==> src/rtl/core/bcm_pkg.sv <==
// types, constants and codes of the binary confusion metrics core
// no dependencies; used by every module of the core
package bcm_pkg;

   localparam int SAMPLE_BITS = 16;
   localparam int MAX_SAMPLES = 65536;
   localparam int QUEUE_DEPTH = 4;
   localparam int OUT_W       = 17;
   localparam int FRAC_BITS   = 16;

   localparam logic signed [SAMPLE_BITS-1:0] THRESH_RESET = SAMPLE_BITS'(2048);
   localparam logic signed [SAMPLE_BITS-1:0] TARGET_HALF  = SAMPLE_BITS'(2048);
   localparam logic [OUT_W-1:0]              RATIO_ONE    = OUT_W'(1 << FRAC_BITS);

   typedef enum logic [1:0] {
      CLS_TP,
      CLS_FP,
      CLS_FN,
      CLS_TN
   } bcm_class_type;

   typedef enum logic [1:0] {
      RAT_PREC,
      RAT_REC,
      RAT_F1,
      RAT_ACC
   } bcm_ratio_type;

   typedef enum logic [1:0] {
      ST_IDLE,
      ST_LOAD,
      ST_WAIT,
      ST_SEND
   } bcm_state_type;

   typedef struct packed {
      bcm_class_type cls;
      logic          last;
   } bcm_entry_type;

   typedef struct packed {
      logic signed [SAMPLE_BITS-1:0] prediction;
      logic signed [SAMPLE_BITS-1:0] target;
      logic                          last_sample;
   } bcm_req_type;

   typedef struct packed {
      logic [OUT_W-1:0] true_pos;
      logic [OUT_W-1:0] false_pos;
      logic [OUT_W-1:0] false_neg;
      logic [OUT_W-1:0] true_neg;
      logic [OUT_W-1:0] precision_ratio;
      logic [OUT_W-1:0] recall_ratio;
      logic [OUT_W-1:0] f1_ratio;
      logic [OUT_W-1:0] accuracy_ratio;
   } bcm_rsp_type;

endpackage

==> src/rtl/core/bcm_fifo.sv <==
// short queue of classified requests between front and back end
// depends on bcm_pkg
module bcm_fifo #(
   parameter int DEPTH = bcm_pkg::QUEUE_DEPTH
) (
   input  logic                   clock,
   input  logic                   reset,
   input  logic                   push,
   input  bcm_pkg::bcm_entry_type push_entry,
   output logic                   full,
   input  logic                   pop,
   output logic                   pop_valid,
   output bcm_pkg::bcm_entry_type pop_entry
);

   localparam int PTR_W = (DEPTH > 1) ? $clog2(DEPTH) : 1;
   localparam int CNT_W = $clog2(DEPTH + 1);

   bcm_pkg::bcm_entry_type slot_ff [DEPTH];
   logic [PTR_W-1:0] wr_ptr_ff, wr_ptr_in;
   logic [PTR_W-1:0] rd_ptr_ff, rd_ptr_in;
   logic [CNT_W-1:0] count_ff, count_in;
   logic             do_push, do_pop;

   always_comb begin
      full      = (count_ff == CNT_W'(DEPTH));
      pop_valid = (count_ff != '0);
      pop_entry = slot_ff[rd_ptr_ff];
      do_push   = push && !full;
      do_pop    = pop && pop_valid;
      wr_ptr_in = wr_ptr_ff;
      rd_ptr_in = rd_ptr_ff;
      count_in  = count_ff;
      if (do_push) begin
         wr_ptr_in = (wr_ptr_ff == PTR_W'(DEPTH - 1)) ? '0 : wr_ptr_ff + 1'b1;
      end
      if (do_pop) begin
         rd_ptr_in = (rd_ptr_ff == PTR_W'(DEPTH - 1)) ? '0 : rd_ptr_ff + 1'b1;
      end
      if (do_push && !do_pop) begin
         count_in = count_ff + 1'b1;
      end else if (do_pop && !do_push) begin
         count_in = count_ff - 1'b1;
      end
   end

   always_ff @(posedge clock) begin
      if (reset) begin
         wr_ptr_ff <= '0;
         rd_ptr_ff <= '0;
         count_ff  <= '0;
      end else begin
         wr_ptr_ff <= wr_ptr_in;
         rd_ptr_ff <= rd_ptr_in;
         count_ff  <= count_in;
      end
   end

   always_ff @(posedge clock) begin
      if (do_push) begin
         slot_ff[wr_ptr_ff] <= push_entry;
      end
   end

endmodule

==> src/rtl/core/bcm_front.sv <==
// front end: threshold register, request acceptance and classification
// depends on bcm_pkg; feeds bcm_fifo
module bcm_front (
   input  logic                                  clock,
   input  logic                                  reset,
   input  logic                                  req_valid,
   output logic                                  req_ready,
   input  bcm_pkg::bcm_req_type                  req_data,
   input  logic                                  csr_valid,
   output logic                                  csr_ready,
   input  logic signed [bcm_pkg::SAMPLE_BITS-1:0] csr_wdata,
   input  logic                                  q_full,
   output logic                                  q_push,
   output bcm_pkg::bcm_entry_type                q_entry
);

   logic signed [bcm_pkg::SAMPLE_BITS-1:0] thresh_ff, thresh_in;
   logic pred_pos, targ_pos;

   always_comb begin
      csr_ready = 1'b1;
      thresh_in = (csr_valid) ? csr_wdata : thresh_ff;
      req_ready = !q_full;
      q_push    = req_valid && !q_full;
      pred_pos  = ($signed(req_data.prediction) >= $signed(thresh_ff));
      targ_pos  = ($signed(req_data.target) >= $signed(bcm_pkg::TARGET_HALF));
      if (pred_pos && targ_pos) begin
         q_entry.cls = bcm_pkg::CLS_TP;
      end else if (pred_pos) begin
         q_entry.cls = bcm_pkg::CLS_FP;
      end else if (targ_pos) begin
         q_entry.cls = bcm_pkg::CLS_FN;
      end else begin
         q_entry.cls = bcm_pkg::CLS_TN;
      end
      q_entry.last = req_data.last_sample;
   end

   always_ff @(posedge clock) begin
      if (reset) begin
         thresh_ff <= bcm_pkg::THRESH_RESET;
      end else begin
         thresh_ff <= thresh_in;
      end
   end

endmodule

==> src/rtl/core/bcm_div.sv <==
// bit-serial restoring divider for the Q1.16 ratios, one quotient bit a cycle
// depends on bcm_pkg; numerator never exceeds the denominator
module bcm_div #(
   parameter int DEN_W = 19
) (
   input  logic                      clock,
   input  logic                      reset,
   input  logic                      start,
   input  logic [DEN_W-1:0]          num,
   input  logic [DEN_W-1:0]          den,
   output logic                      done,
   output logic [bcm_pkg::OUT_W-1:0] quot
);

   localparam int STEP_W = $clog2(bcm_pkg::FRAC_BITS + 1);

   logic                      busy_ff, busy_in;
   logic                      done_ff, done_in;
   logic [STEP_W-1:0]         step_ff, step_in;
   logic [DEN_W-1:0]          rem_ff, rem_in;
   logic [DEN_W-1:0]          den_ff, den_in;
   logic [bcm_pkg::OUT_W-1:0] quot_ff, quot_in;
   logic [DEN_W:0]            shifted, diff;
   logic                      ge;

   always_comb begin
      shifted = (step_ff == '0) ? {1'b0, rem_ff} : {rem_ff, 1'b0};
      diff    = shifted - {1'b0, den_ff};
      ge      = (shifted >= {1'b0, den_ff});
      busy_in = busy_ff;
      done_in = 1'b0;
      step_in = step_ff;
      rem_in  = rem_ff;
      den_in  = den_ff;
      quot_in = quot_ff;
      if (start) begin
         rem_in  = num;
         den_in  = den;
         step_in = '0;
         quot_in = '0;
         if (den == '0) begin
            done_in = 1'b1;
         end else begin
            busy_in = 1'b1;
         end
      end else if (busy_ff) begin
         rem_in  = ge ? diff[DEN_W-1:0] : shifted[DEN_W-1:0];
         quot_in = {quot_ff[bcm_pkg::OUT_W-2:0], ge};
         if (step_ff == STEP_W'(bcm_pkg::FRAC_BITS)) begin
            busy_in = 1'b0;
            done_in = 1'b1;
         end else begin
            step_in = step_ff + 1'b1;
         end
      end
   end

   always_ff @(posedge clock) begin
      if (reset) begin
         busy_ff <= 1'b0;
         done_ff <= 1'b0;
         step_ff <= '0;
      end else begin
         busy_ff <= busy_in;
         done_ff <= done_in;
         step_ff <= step_in;
      end
   end

   always_ff @(posedge clock) begin
      rem_ff  <= rem_in;
      den_ff  <= den_in;
      quot_ff <= quot_in;
   end

   assign done = done_ff;
   assign quot = quot_ff;

endmodule

==> src/rtl/core/bcm_back.sv <==
// back end: saturating counters, end-of-set snapshot, ratio sequencer, result register
// depends on bcm_pkg and bcm_div
module bcm_back #(
   parameter int MAX_SAMPLES = bcm_pkg::MAX_SAMPLES
) (
   input  logic                   clock,
   input  logic                   reset,
   input  logic                   q_valid,
   input  bcm_pkg::bcm_entry_type q_entry,
   output logic                   q_pop,
   output logic                   rsp_valid,
   input  logic                   rsp_ready,
   output bcm_pkg::bcm_rsp_type   rsp_data
);

   localparam int CNT_W = $clog2(MAX_SAMPLES + 1);
   localparam int DEN_W = CNT_W + 2;

   bcm_pkg::bcm_state_type state_ff, state_in;
   bcm_pkg::bcm_ratio_type ratio_ff, ratio_in;
   bcm_pkg::bcm_rsp_type   rsp_ff;

   logic [CNT_W-1:0] cnt_ff [4];
   logic [CNT_W-1:0] cnt_in [4];
   logic [CNT_W-1:0] cnt_next [4];
   logic [CNT_W-1:0] snap_ff [4];
   logic [CNT_W-1:0] snap_in [4];

   logic                      last_ok, pop, div_start, div_done;
   logic [DEN_W-1:0]          tp_w, fp_w, fn_w, tn_w, div_num, div_den;
   logic [bcm_pkg::OUT_W-1:0] div_quot;

   // outputs of the sequencer
   always_comb begin
      last_ok   = (state_ff == bcm_pkg::ST_IDLE);
      pop       = q_valid && (!q_entry.last || last_ok);
      q_pop     = pop;
      div_start = (state_ff == bcm_pkg::ST_LOAD);
      rsp_valid = (state_ff == bcm_pkg::ST_SEND);
   end

   // next state of the sequencer
   always_comb begin
      state_in = state_ff;
      ratio_in = ratio_ff;
      case (state_ff)
         bcm_pkg::ST_IDLE: begin
            if (pop && q_entry.last) begin
               state_in = bcm_pkg::ST_LOAD;
               ratio_in = bcm_pkg::RAT_PREC;
            end
         end
         bcm_pkg::ST_LOAD: begin
            state_in = bcm_pkg::ST_WAIT;
         end
         bcm_pkg::ST_WAIT: begin
            if (div_done) begin
               if (ratio_ff == bcm_pkg::RAT_ACC) begin
                  state_in = bcm_pkg::ST_SEND;
               end else begin
                  state_in = bcm_pkg::ST_LOAD;
                  ratio_in = bcm_pkg::bcm_ratio_type'(ratio_ff + 2'd1);
               end
            end
         end
         bcm_pkg::ST_SEND: begin
            if (rsp_ready) begin
               state_in = bcm_pkg::ST_IDLE;
            end
         end
         default: begin
            state_in = bcm_pkg::ST_IDLE;
         end
      endcase
   end

   // counters and snapshot
   always_comb begin
      for (int i = 0; i < 4; i++) begin
         cnt_next[i] = cnt_ff[i];
         if (q_entry.cls == bcm_pkg::bcm_class_type'(2'(i)) &&
             cnt_ff[i] != CNT_W'(MAX_SAMPLES)) begin
            cnt_next[i] = cnt_ff[i] + 1'b1;
         end
         cnt_in[i]  = cnt_ff[i];
         snap_in[i] = snap_ff[i];
         if (pop) begin
            if (q_entry.last) begin
               snap_in[i] = cnt_next[i];
               cnt_in[i]  = '0;
            end else begin
               cnt_in[i] = cnt_next[i];
            end
         end
      end
   end

   // divider operands
   always_comb begin
      tp_w = DEN_W'(snap_ff[bcm_pkg::CLS_TP]);
      fp_w = DEN_W'(snap_ff[bcm_pkg::CLS_FP]);
      fn_w = DEN_W'(snap_ff[bcm_pkg::CLS_FN]);
      tn_w = DEN_W'(snap_ff[bcm_pkg::CLS_TN]);
      case (ratio_ff)
         bcm_pkg::RAT_PREC: begin
            div_num = tp_w;
            div_den = tp_w + fp_w;
         end
         bcm_pkg::RAT_REC: begin
            div_num = tp_w;
            div_den = tp_w + fn_w;
         end
         bcm_pkg::RAT_F1: begin
            div_num = {tp_w[DEN_W-2:0], 1'b0};
            div_den = {tp_w[DEN_W-2:0], 1'b0} + fp_w + fn_w;
         end
         default: begin
            div_num = tp_w + tn_w;
            div_den = tp_w + fp_w + fn_w + tn_w;
         end
      endcase
   end

   bcm_div #(
      .DEN_W(DEN_W)
   ) u_div (
      .clock(clock),
      .reset(reset),
      .start(div_start),
      .num  (div_num),
      .den  (div_den),
      .done (div_done),
      .quot (div_quot)
   );

   always_ff @(posedge clock) begin
      if (reset) begin
         state_ff <= bcm_pkg::ST_IDLE;
         ratio_ff <= bcm_pkg::RAT_PREC;
         for (int i = 0; i < 4; i++) begin
            cnt_ff[i] <= '0;
         end
      end else begin
         state_ff <= state_in;
         ratio_ff <= ratio_in;
         for (int i = 0; i < 4; i++) begin
            cnt_ff[i] <= cnt_in[i];
         end
      end
   end

   always_ff @(posedge clock) begin
      for (int i = 0; i < 4; i++) begin
         snap_ff[i] <= snap_in[i];
      end
      if (last_ok && pop && q_entry.last) begin
         rsp_ff.true_pos  <= bcm_pkg::OUT_W'(cnt_next[bcm_pkg::CLS_TP]);
         rsp_ff.false_pos <= bcm_pkg::OUT_W'(cnt_next[bcm_pkg::CLS_FP]);
         rsp_ff.false_neg <= bcm_pkg::OUT_W'(cnt_next[bcm_pkg::CLS_FN]);
         rsp_ff.true_neg  <= bcm_pkg::OUT_W'(cnt_next[bcm_pkg::CLS_TN]);
      end
      if (state_ff == bcm_pkg::ST_WAIT && div_done) begin
         case (ratio_ff)
            bcm_pkg::RAT_PREC: rsp_ff.precision_ratio <= div_quot;
            bcm_pkg::RAT_REC:  rsp_ff.recall_ratio    <= div_quot;
            bcm_pkg::RAT_F1:   rsp_ff.f1_ratio        <= div_quot;
            default:           rsp_ff.accuracy_ratio  <= div_quot;
         endcase
      end
   end

   assign rsp_data = rsp_ff;

endmodule

==> src/rtl/core/binary_confusion_metrics_core.sv <==
// Binary confusion metrics core. Requests (prediction, target, last_sample) are
// taken one per clock for as long as the four-entry queue between the front end
// and the counters has room; a request at the head of the queue is counted into
// the counter registers as it is popped. A request marked last is counted, its
// set's counts are frozen and the counters clear for the next set at once, so
// the following set streams on without a gap. The four ratios then go one after
// another through a single bit-serial divider, which skips the bit steps when the
// denominator is zero, and the result is offered once all four are done. A
// further request marked last waits in the queue until the previous result has
// been taken. No clearing pass.
// depends on bcm_pkg, bcm_front, bcm_fifo, bcm_back
module binary_confusion_metrics_core #(
   parameter int MAX_SAMPLES = bcm_pkg::MAX_SAMPLES,
   parameter int QUEUE_DEPTH = bcm_pkg::QUEUE_DEPTH
) (
   input  logic                                  clock,
   input  logic                                  reset,
   input  logic                                  req_valid,
   output logic                                  req_ready,
   input  bcm_pkg::bcm_req_type                  req_data,
   output logic                                  rsp_valid,
   input  logic                                  rsp_ready,
   output bcm_pkg::bcm_rsp_type                  rsp_data,
   input  logic                                  csr_valid,
   output logic                                  csr_ready,
   input  logic signed [bcm_pkg::SAMPLE_BITS-1:0] csr_wdata
);

   logic                   q_full, q_push, q_valid, q_pop;
   bcm_pkg::bcm_entry_type push_entry, pop_entry;

   bcm_front u_front (
      .clock    (clock),
      .reset    (reset),
      .req_valid(req_valid),
      .req_ready(req_ready),
      .req_data (req_data),
      .csr_valid(csr_valid),
      .csr_ready(csr_ready),
      .csr_wdata(csr_wdata),
      .q_full   (q_full),
      .q_push   (q_push),
      .q_entry  (push_entry)
   );

   bcm_fifo #(
      .DEPTH(QUEUE_DEPTH)
   ) u_fifo (
      .clock     (clock),
      .reset     (reset),
      .push      (q_push),
      .push_entry(push_entry),
      .full      (q_full),
      .pop       (q_pop),
      .pop_valid (q_valid),
      .pop_entry (pop_entry)
   );

   bcm_back #(
      .MAX_SAMPLES(MAX_SAMPLES)
   ) u_back (
      .clock    (clock),
      .reset    (reset),
      .q_valid  (q_valid),
      .q_entry  (pop_entry),
      .q_pop    (q_pop),
      .rsp_valid(rsp_valid),
      .rsp_ready(rsp_ready),
      .rsp_data (rsp_data)
   );

endmodule

==> config.mk <==
export PLATFORM = sky130hd
export DESIGN_NAME = binary_confusion_metrics_core
export DESIGN_NICKNAME = d
export VERILOG_FILES = /design/src/rtl/core/bcm_pkg.sv /design/src/rtl/core/bcm_fifo.sv /design/src/rtl/core/bcm_front.sv /design/src/rtl/core/bcm_div.sv /design/src/rtl/core/bcm_back.sv /design/src/rtl/core/binary_confusion_metrics_core.sv
export SDC_FILE = /design/constraint.sdc
export NUM_CORES = 1
export LEC_CHECK = 0
export BUFFER_PORTS_ARGS = -buffer_cell sky130_fd_sc_hd__buf_2
export CORE_MARGIN = 4
export CORE_UTILIZATION = 39
export DETAILED_ROUTE_END_ITERATION = 10
export PLACE_DENSITY = 0.59
export SLEW_MARGIN = 20
export SYNTH_ARGS = -nofsm -noshare
export SYNTH_HDL_FRONTEND = slang
export SYNTH_SLANG_ARGS = --single-unit
==> constraint.sdc <==
create_clock -name clock -period 6.3 [get_ports clock]
set_input_delay 0 -clock clock [delete_from_list [all_inputs] [get_ports clock]]
set_output_delay 0 -clock clock [all_outputs]
set_load 0.02 [all_outputs]
# [Yosys cells after proc, flatten, opt, wreduce, memory -nomap -nowiden]
# Memories as Yosys holds them, arrays and structs flattened. A register that Yosys moved wholly into a read port is not among the register bits.
# Index checks and enable logic that the tools add are counted.
[word_totals] out_inout_bits=139 ram_bits=148 register_bits=225 wordCells=175 n_memories=3 input_bits=54
[mem_list] name="u_back.cnt_ff" words=4 width=17 rd=4 rd_ports_with_merged_regs=0 wr=4 line_no="bcm_back.sv:23" rtl="logic [CNT_W-1:0] cnt_ff [4];"
[mem_list] name="u_back.snap_ff" words=4 width=17 rd=4 rd_ports_with_merged_regs=0 wr=4 line_no="bcm_back.sv:26" rtl="logic [CNT_W-1:0] snap_ff [4];"
[mem_list] name="u_fifo.slot_ff" words=4 width=3 rd=1 rd_ports_with_merged_regs=1 wr=1 line_no="bcm_fifo.sv:19" rtl="bcm_pkg::bcm_entry_type slot_ff [DEPTH];"
[classes] order_cmp=3 bitwise=6 eq_ne=24 mux=61 reduce_logical=40 n_addsub=18
[op_table] op="$mux 17" n=24
[op_table] op="$add 17x1->17 const B" n=4
[op_table] op="$ne 17x17->1 const B" n=4
[op_table] op="$add 19x17->19" n=3
[op_table] op="$mux 19" n=3
[op_table] op="$pmux 19 s3" n=1
[op_table] op="$add 17x17->18" n=3
[op_table] op="$pmux 19 s2" n=1
[op_table] op="$mux 2" n=13
[op_table] op="$ge 20x19->1" n=1
[op_table] op="$mux 20" n=1
[op_table] op="$add 18x17->19" n=1
[op_table] op="$logic_not 19->1" n=1
[op_table] op="$sub 19x19->19" n=1
[op_table] op="$eq 2x2->1 const B" n=8
[op_table] op="$ge 16x13->1 const B" n=1
[op_table] op="$ge 16x16->1" n=1
[op_table] op="$logic_and 1x1->1" n=15
[op_table] op="$mux 1" n=14
[op_table] op="$reduce_and 2->1" n=6
[op_table] op="$ne 2x2->1 const B" n=5
[op_table] op="$pmux 2 s4" n=1
[op_table] op="$add 2x1->2 const B" n=3
[op_table] op="$eq 2x1->1 const B" n=3
[op_table] op="other kinds (21)" n=34

# [Logic depth before layout (Yosys ltp)]
# Gate-level depths: netlist of run 1.
[depth] ltp_word=8 ltp_mapped=21 depth_no_buf=21

# [Modules after synthesis]
# From an unflattened synthesis of run 1, not the netlist that was laid out.
[unflattened] cells_unflattened=2073 area_unflattened_um2=21703.3
[by_module_without_submodules] mod="bcm_back" area_each_um2=15999.1 n_inst=1 seq_area_each_um2=7567.3 cells_each=1521
[by_module_without_submodules] mod="bcm_div" area_each_um2=3738.6 n_inst=1 seq_area_each_um2=1621.6 cells_each=373
[by_module_without_submodules] mod="bcm_front" area_each_um2=1033.5 n_inst=1 seq_area_each_um2=320.3 cells_each=114
[by_module_without_submodules] mod="bcm_fifo" area_each_um2=932.1 n_inst=1 seq_area_each_um2=540.5 cells_each=65

# [Worst setup path before layout of run 1]
# OpenSTA, ideal clock, no wires.
[synth_path] kind="flip-flop to flip-flop" startpoint="memory u_back.snap_ff[0][0] (netlist name)" endpoint="register u_back.u_div.busy_ff" path_buffers=0 path_slack_ns=1.324 setup_time_ns=0.120 path_stages_with_launch=22 t_required_ns=6.180 synth_period_minus_slack_ns=4.976 t_arrival_ns=4.856 cell_sequence="edfxtp_1 > ha_1 > fa_1 > a211oi_1 > o21ai_0 > a31o_2 > a21oi_1 > xnor2_1 > inv_1 > fa_1 > inv_1 > ha_1 > a21oi_1 > o21ai_0 > nor3_1 > a21oi_1 > or3_1 > a31oi_1 > o22ai_1 > nor4_1 > nand3_1 > o31a_1"
[synth_rtl] item="start: declaration" line_no="bcm_back.sv:26"
[synth_rtl] item="end signal: assignment" line_no="bcm_div.sv:64" rtl="busy_ff <= busy_in;"
[synth_rtl] item="end: declaration" line_no="bcm_div.sv:17" rtl="logic busy_ff, busy_in;"

==> results.md, run 1 <==
- Status: complete, no violations
- Pre-Repair DR Iteration Count: 7
- Critical path startpoint category: flip-flop
- Final WL: 59540 um
- Min Tclk post-route: 5634 ps
- Largest family of logic cells by synthesized area: compound AO/OA/AOI/OAI gates
- Slowest-stage cell, CP: edfxtp_1
- Post-synth net total: 2351
- Number of global-route vias before repair: 16547
- Via count: 16870
- Leak: 10.15 nW
- Mux contribution to synthesized area: 3.343%
- Clock Skew: 18.20 ps
- Nets: 2559
- Initial antenna violation count: 0
- Post-DP HPWL: 43570 um
- Compound-Gate Fraction of Synth Area: 15.24%
- Number of flops mapped to enable cells by yosys: 254
- P&R area growth vs syn: 16.45%
- Drt drc: 0
- Total gr overflow: 0
- Post_cts resized: 0
- Hold Crit Class: input port to flip-flop
- R2R Setup Slk: 670 ps
- Drt via density: 5.435
- Routed Antenna Nets: 0
- Critical-path cell list: ha_1, fa_1, a211oi_1, buf_4, o21ai_0, a31o_2, a21oi_1, xnor2_1, inv_1, fa_1, inv_1, ha_1, nand3_1, nor2_1, a21oi_1, a21oi_1, or3_1, a31oi_1, o22ai_1, nor4_1, nand3_1, o31a_1
- Max-slew violation count: 0
- Max_cap viols: 0
- Max VDD drop: 0.3223 mV
- Crit end category: flip-flop
- WP buf/inv: 3
- Starting Density: 39.39%
- Slew @ Worst Pin: 943.7 ps
- Largest delay contributor family on the critical path: compound AO/OA/AOI/OAI gates
- Crit Path Class: flip-flop to flip-flop
- CTS H-tree depth: 2
- Placer congestion estimate: 0.9099
- Required time worst endpoint: 6760 ps
- Fillers: 5178
- Max frequency: 177.5 MHz
- Die area: 0.05959 mm^2
- Die X: 244.1 um
- Unrepaired setup endpoints after global routing: false
- Synthesized area: 0.02174 mm^2
- PwrDens: 612.3 mW/mm^2
- Core ar.: 0.05520 mm^2
- Synth async-reset ratio: 0%
- CTS tree: yes
- Crit-path max FO: 6
- Synthesized flop and latch total: 375
- Port Buf Inserts: 180
- TritonCTS Buffers: 42
- Layout cell share with drive strength beyond 1: 13.71%
- Largest net degree at the start of global routing: 97
- First-pass GRT wire length: 93080 um
- Setup TNS: 0 ps
- Simple-Gate Fraction of Synth Area: 13.30%
- Reg clk slew, reported paths: 60 ps
- Gate count of the mapped netlist: 2116
- Worst-Skew Late Latency: 580 ps
- Post-DR wirelength/cell: 19.18 um
- GRT Total Usage: 19.58%
- Final setup violation count: 0
- Post-CTS setup repair buffer count: 0
- Max incr delay on CP: 520 ps
- Starting DRT DRC Count: 1460
- Unique masters post-synth: 87
- Adder-cell share of the synthesized area: 11.80%
- Rel. slew slack: 36.42%
- Clock Path Buffers: 3
- Register area share after synthesis: 46.22%
- # rows: 86
- Clk root buf: clkbuf_16
- Overall Power: 15.50 mW
- Cts hold-fix bufs: 55
- Syn avg cell area: 10.28 um^2
- Synth Flop Type: edfxtp_1
- # IOs: 193
- Synth Area in XOR/XNOR: 5.720%
- Diodes inserted: 0
- Critical Path AT: 6100 ps
- Crit share post-route: 89.44%
- Hold violation count in the final report: 0
- CP most frequent cell: a21oi_1
- Number of synthesis warnings: 0
- Die Ht: 244.1 um
- Clock Sinks: 375
[worst register-to-register path, cell delays in order, from the launching register on]
cell	delay (ps)
edfxtp_1	520
ha_1	290
fa_1	420
a211oi_1	300
buf_4	180
o21ai_0	90
a31o_2	260
a21oi_1	180
xnor2_1	210
inv_1	100
fa_1	480
inv_1	40
ha_1	370
nand3_1	160
nor2_1	60
a21oi_1	260
a21oi_1	200
or3_1	370
a31oi_1	160
o22ai_1	140
nor4_1	310
nand3_1	160
o31a_1	260
[stage by stage]
stage	std cells	utilization [%]	cell area [um^2]	hold slack (ps)	worst slack, ps
floorplan	2116	-	21740	96.63	1324
global placement	2973	42.38	23390	200.1	823.9
detailed placement	2973	42.38	23390	219.0	731.9
CTS	3104	45.87	25320	92.04	737.2
global route	3104	45.87	25320	160.1	383.9
finish	3104	45.87	25320	121.1	665.5
[synth_stat cells, types with 51 or more instances]
cell type / instances / area share (%)
a21oi_1: 132 / 3.0
a22oi_1: 58 / 2.0
clkbuf_1: 78 / 1.3
dfxtp_1: 121 / 11
edfxtp_1: 254 / 35
ha_1: 141 / 8.1
inv_1: 152 / 2.6
nand2_1: 105 / 1.8
nor2_1: 227 / 3.9
nor3_1: 51 / 1.2
o21ai_0: 113 / 2.6
xnor2_1: 83 / 3.3
xor2_1: 59 / 2.4
[layout by cell type, fill, tap and decap left out, drive strengths merged, types with 10 or more instances in the layout]
cell type	count
a211oi	23
o21bai	11
inv	154
and2	10
mux2i	43
o21ai	117
nor4	14
nor2	230
and4	16
a221oi	15
nand4	22
or3	14
buf	201
nand2b	16
a21o	39
fa	40
dlygate4sd3	55
clkbuf	49
nor3	54
nand3	45
o211ai	12
clkinv	22
and3	28
nor2b	10
a21oi	132
xor2	59
o21a	19
edfxtp	254
mux2	20
nand2	105
ha	141
nor4b	10
xnor2	83
a31oi	22
a22oi	58
dfxtp	121
[state kept, by name, summed over array words and instances (netlist names), named ones only]
signal	flops
u_back.u_div.busy_ff	1
u_back.u_div.rem_ff	19
u_back.cnt_ff	68
u_fifo.rd_ptr_ff	2
u_back.rsp_data	136
u_front.thresh_ff	16
u_back.u_div.step_ff	5
u_back.u_div.den_ff	19
u_fifo.slot_ff	12
u_back.state_ff	2
u_back.u_div.done	1
u_back.u_div.quot	17
u_fifo.count_ff	3
u_back.ratio_ff	2
u_back.snap_ff	68
u_fifo.wr_ptr_ff	2
[where the power goes]
group          switching (mW)  internal [mW]  total [mW]  leakage (nW)
combinational            5.54           3.64        9.18          6.19
sequential              0.468           3.42        3.89          3.28
clock                    1.02           1.41        2.44         0.679
[cell type report]
cell class / instances / area, um^2 / share of cell area (%)
Multi-Input combinational cell: 1496 / 10770 / 42.55
Timing Repair Buffer: 256 / 1612 / 6.365
Inverter: 153 / 575.6 / 2.273
Tap cell: 748 / 935.9 / 3.696
Clock buffer: 49 / 1087 / 4.294
Sequential cell: 375 / 10050 / 39.69
Clock inverter: 27 / 286.5 / 1.132
[cells by family (layout without fill, tap and decap cells)]
group / after synthesis / count (layout)
AO/OA/AOI/OAI: 514 / 514
XOR/XNOR: 142 / 142
adder cells (fa/ha/maj): 181 / 181
buffers and inverters: 245 / 485
flip-flops: 375 / 375
multiplexers: 66 / 66
other: 1 / 1
AND/OR/NAND/NOR: 592 / 592
[layer usage]
metal | part of all wire (%) | global-route usage (%) | vias to the layer above
met2 | 47 | 32.55 | 478
met5 | 0 | 0 | -
met4 | 2.9 | 5.722 | 0
li1 | - | - | 8116
met3 | 5.5 | 3.136 | 103
met1 | 44 | 26.52 | 8173
[path summary, 6_finish.rpt]
check	start	to	depth (start not counted)
max	u_back.snap_ff[0][0]$_DFFE_PP_	u_back.u_div.busy_ff$_SDFFE_PP0P_	22
min	req_data[32]	u_fifo.slot_ff[2][2]$_DFFE_PP_	4
max reg2reg	u_back.snap_ff[0][0]$_DFFE_PP_	u_back.u_div.busy_ff$_SDFFE_PP0P_	22
min reg2reg	u_back.u_div.quot[16]$_SDFFE_PP0P_	u_back.rsp_data[16]$_DFFE_PP_	0
Note: power is estimated with default switching activity, not from simulation.
==> run 2, diff against run 1 <==
--- a/config.mk
+++ b/config.mk
@@ -7,10 +7,12 @@
 export LEC_CHECK = 0
 export BUFFER_PORTS_ARGS = -buffer_cell sky130_fd_sc_hd__buf_2
 export CORE_MARGIN = 4
-export CORE_UTILIZATION = 39
+export CORE_UTILIZATION = 45
 export DETAILED_ROUTE_END_ITERATION = 10
-export PLACE_DENSITY = 0.59
+export PLACE_DENSITY = 0.66
+export RECOVER_POWER = 50
 export SLEW_MARGIN = 20
 export SYNTH_ARGS = -nofsm -noshare
 export SYNTH_HDL_FRONTEND = slang
+export SYNTH_HIERARCHICAL = 1
 export SYNTH_SLANG_ARGS = --single-unit
==> run 2 against run 1 <==
  * The run now ends with capacitance limit, slew limit left
  * Area after synthesis decreased by 0.18%
  * Critical endpoint is now u_back/u_div/busy_ff$_SDFFE_PP0P_
  * Hold slack got worse by 100 ps
  * First-iteration DRC count decreased by 19%
==> results.md, run 2 <==
- Synthesized flop and latch total: 375 (unchanged)
- Post-synth net total: 2308 (was 2351)
- Clk pwr share: 16.8% (was 15.7%)
- # IOs: 193 (unchanged)
- Nets: 2497 (was 2559)
- Final Util: 51.81% (was 45.87%)
- CTS tree: yes (unchanged)
- Commonest non-fill, non-tap cell in the layout: edfxtp_1 (unchanged)
- Crit Path Class: flip-flop to flip-flop (unchanged)
- Number of synthesis warnings: 6 (was 0)
- Post-synth top area cell: edfxtp_1 (unchanged)
- Slowest-stage cell, CP: o311ai_0 (was edfxtp_1)
- Rel. slew slack: -103.6% (was 36.42%)
- Hold violation count in the final report: 0 (unchanged)
- Most frequent cells in the layout: edfxtp_1, nor2_1, inv_1 (was edfxtp_1, nor2_1, buf_2)
- Switching portion of total power: 44.00% (was 45.34%)
- Max VDD drop: 0.2975 mV (was 0.3223 mV)
- Clk root buf: clkbuf_16 (unchanged)
- Via count: 16589 (was 16870)
- Critical-path cell list: ha_1, a211oi_1, nor2_1, o21a_1, nor2_1, xor2_1, fa_1, inv_1, ha_1, o21ai_0, a21oi_1, o311ai_0, a211oi_1, nor2_1, o21ai_0, xnor2_1, a22oi_1, or3_1, o41ai_1, a21oi_1 (was ha_1, fa_1, a211oi_1, buf_4, o21ai_0, a31o_2, a21oi_1, xnor2_1, inv_1, fa_1, inv_1, ha_1, nand3_1, nor2_1, a21oi_1, a21oi_1, or3_1, a31oi_1, o22ai_1, nor4_1, nand3_1, o31a_1)
- Synth async-reset ratio: 0% (unchanged)
- Max frequency: 172.8 MHz (was 177.5 MHz)
- WP buf/inv: 1 (was 3)
- Worst-Skew Late Latency: 560 ps (was 580 ps)
- Die area: 0.05181 mm^2 (was 0.05959 mm^2)
- Number of flops mapped to enable cells by yosys: 254 (unchanged)
- Initial antenna violation count: 2 (was 0)
- Setup TNS: 0 ps (unchanged)
- Pre-Repair DR Iteration Count: 5 (was 7)
- Top post-synthesis cells by area: edfxtp_1, dfxtp_1, ha_1 (unchanged)
- Post-CTS setup repair buffer count: 0 (unchanged)
- Final setup violation count: 0 (unchanged)
- Unrepaired setup endpoints after global routing: false (unchanged)
- Number of global-route vias before repair: 16469 (was 16547)
- Crit share post-route: 91.87% (was 89.44%)
- Max_cap viols: 5 (was 0)
- First-pass GRT wire length: 89460 um (was 93080 um)
- Slew @ Worst Pin: 3054 ps (was 943.7 ps)
- Core ar.: 0.04775 mm^2 (was 0.05520 mm^2)
- Starting Density: 45.46% (was 39.39%)
- CTS H-tree depth: 2 (unchanged)
- Internal power: 8.304 mW (was 8.474 mW)
- Post-DR wirelength/cell: 19.62 um (was 19.18 um)
- Max FFs per register: 136 (unchanged)
- Clock Skew: 19.78 ps (was 18.20 ps)
- Status: finished with violations (was complete, no violations)
- Diodes inserted: 0 (unchanged)
- TritonCTS Buffers: 40 (was 42)
- Synthesized area: 0.02170 mm^2 (was 0.02174 mm^2)
- Die Ht: 227.6 um (was 244.1 um)
- Reg clk slew, reported paths: 60 ps (about the same)
- Hold Crit Class: input port to flip-flop (unchanged)
- CP most frequent cell: nor2_1 (was a21oi_1)
- Max incr delay on CP: 680 ps (was 520 ps)
- Crit end category: flip-flop (unchanged)
- Top-area cell type share of the netlist area: 35.14% (was 35.08%)
- Starting DRT DRC Count: 1181 (was 1460)
- Fillers: 4231 (was 5178)
- Register area share after synthesis: 46.30% (was 46.22%)
- P&R area growth vs syn: 13.97% (was 16.45%)
- Syn avg cell area: 10.47 um^2 (was 10.28 um^2)
- Comb pwr share: 57.5% (was 59.2%)
- Synth cell count leaders: edfxtp_1, nor2_1, inv_1 (unchanged)
- Required time worst endpoint: 6640 ps (was 6760 ps)
- Port Buf Inserts: 180 (unchanged)
- Critical Path Start: u_back/snap_ff[0][1]$_DFFE_PP_ (was u_back.snap_ff[0][0]$_DFFE_PP_)
- Largest delay contributor family on the critical path: compound AO/OA/AOI/OAI gates (unchanged)
- Synth Flop Type: edfxtp_1 (unchanged)
- Unique masters post-synth: 93 (was 87)
- Drt via density: 5.703 (was 5.435)
- Post-DP HPWL: 42170 um (was 43570 um)
- GRT Total Usage: 21.87% (was 19.58%)
- Most common cell in the synthesized netlist: edfxtp_1 (unchanged)
- Critical path startpoint category: flip-flop (unchanged)
- Total gr overflow: 0 (unchanged)
- Leak: 9.479 nW (was 10.15 nW)
- Hold path start: req_data[32] (unchanged)
- Failing checks: capacitance limit, slew limit
- Routed Antenna Nets: 0 (unchanged)
- Reg power frac: 25.8% (was 25.1%)
- Crit Reg-Reg Startpoint: u_back/snap_ff[0][1]$_DFFE_PP_ (was u_back.snap_ff[0][0]$_DFFE_PP_)
- # rows: 80 (was 86)
- Gate count of the mapped netlist: 2073 (was 2116)
- Crit-path max FO: 8 (was 6)
- Drt drc: 0 (unchanged)
- Layout cell share with drive strength beyond 1: 8.370% (was 13.71%)
- Sw power: 6.526 mW (was 7.030 mW)
- Die X: 227.6 um (was 244.1 um)
- Final WL: 57060 um (was 59540 um)
- Max-slew violation count: 259 (was 0)
- Min Tclk post-route: 5788 ps (was 5634 ps)
- Clock Path Buffers: 3 (unchanged)
- Clock Sinks: 375 (unchanged)
- PwrDens: 599.5 mW/mm^2 (was 612.3 mW/mm^2)
- Critical Path AT: 6130 ps (was 6100 ps)
- Largest net degree at the start of global routing: 70 (was 97)
- Placer congestion estimate: 0.9416 (was 0.9099)
[run 2: changes by cell type after synthesis, sizes merged, moves of 8 or more]
| cell | delta |
|---|---|
| a22oi | -8 |
| or3 | +19 |
| or2 | +10 |
| and4 | -12 |
| nor4 | +10 |
| a21oi | +8 |
| nor2 | -51 |
| a21o | -12 |
| nor3 | -20 |
[run 2: metal layers]
layer,track usage (%),routed length (um),part of all wire [%]
met1,28.29,24240,42
met4,7.554,1987,3.5
met3,2.941,2850,5.0
met5,0,20,0.035
met2,37.96,27960,49
[run 2: kinds of logic after synthesis]
group	Yosys count	share of synthesized area, %
simple gates	569	13.17
compound gates	500	15.33
flops	375	46.30
buf+inv	242	4.462
fa+ha+maj	181	11.82
xor+xnor	141	5.690
mux	63	3.188
other cells	2	0.03460
[run 2: per-stage QoR]
stage               hold WS (ps)  cells  instance area, um^2  worst slack, ps  power, mW
global placement           232.0   2795                23130            834.1      12.04
floorplan                  69.07   2073                21700             1526      10.26
global route               58.88   2909                24740            151.5      16.00
finish                     20.22   2909                24740            512.3      14.83
CTS                        11.56   2909                24950            753.0      14.83
detailed placement         225.9   2795                23130            775.0      12.25
[run 2: layout make-up]
type | count | area (um^2) | area share, %
repair buffers | 236 | 1234 | 4.987
well taps | 615 | 769.5 | 3.111
flip-flops and latches | 375 | 10050 | 40.63
multi-input cells | 1456 | 10680 | 43.17
inverters | 153 | 589.3 | 2.382
clock buffers | 48 | 1104 | 4.461
clock inverters | 26 | 312.8 | 1.265
[run 2: timing repair]
item	CTS	global route
gates resized for setup	0	0
hold endpoints to repair	64	0
hold buffers	40	0
[run 2: final timing paths]
check / end / slack, ps / cells past startpoint
max reg2reg: u_back/u_div/busy_ff$_SDFFE_PP0P_ / 510 / 20
min: u_fifo/slot_ff[2][2]$_DFFE_PP_ / 20 / 3
min reg2reg: u_fifo/rd_ptr_ff[0]$_SDFFE_PP0P_ / 510 / 2
max: u_back/u_div/busy_ff$_SDFFE_PP0P_ / 510 / 20
[run 2: power by group through the flow]
stage | registers, mW | logic [mW] | clock network [mW]
global route | 3.87 | 9.47 | 2.65
finish | 3.82 | 8.52 | 2.48
detailed placement | 3.86 | 8.39 | 0
CTS | 3.82 | 8.47 | 2.54
global placement | 3.85 | 8.19 | 0
floorplan | 3.88 | 6.37 | 0
[run 2: worst reg2reg max path: cells and delay by family (launching register included)]
family                     cells  cell delay, ps
AOI/OAI and AO/OA             10            2480
adders and majority gates      3            1080
and+or+nand+nor                4             990
DFF                            1             560
xor gates and xnor gates       2             390
buffers and inverters          1              70
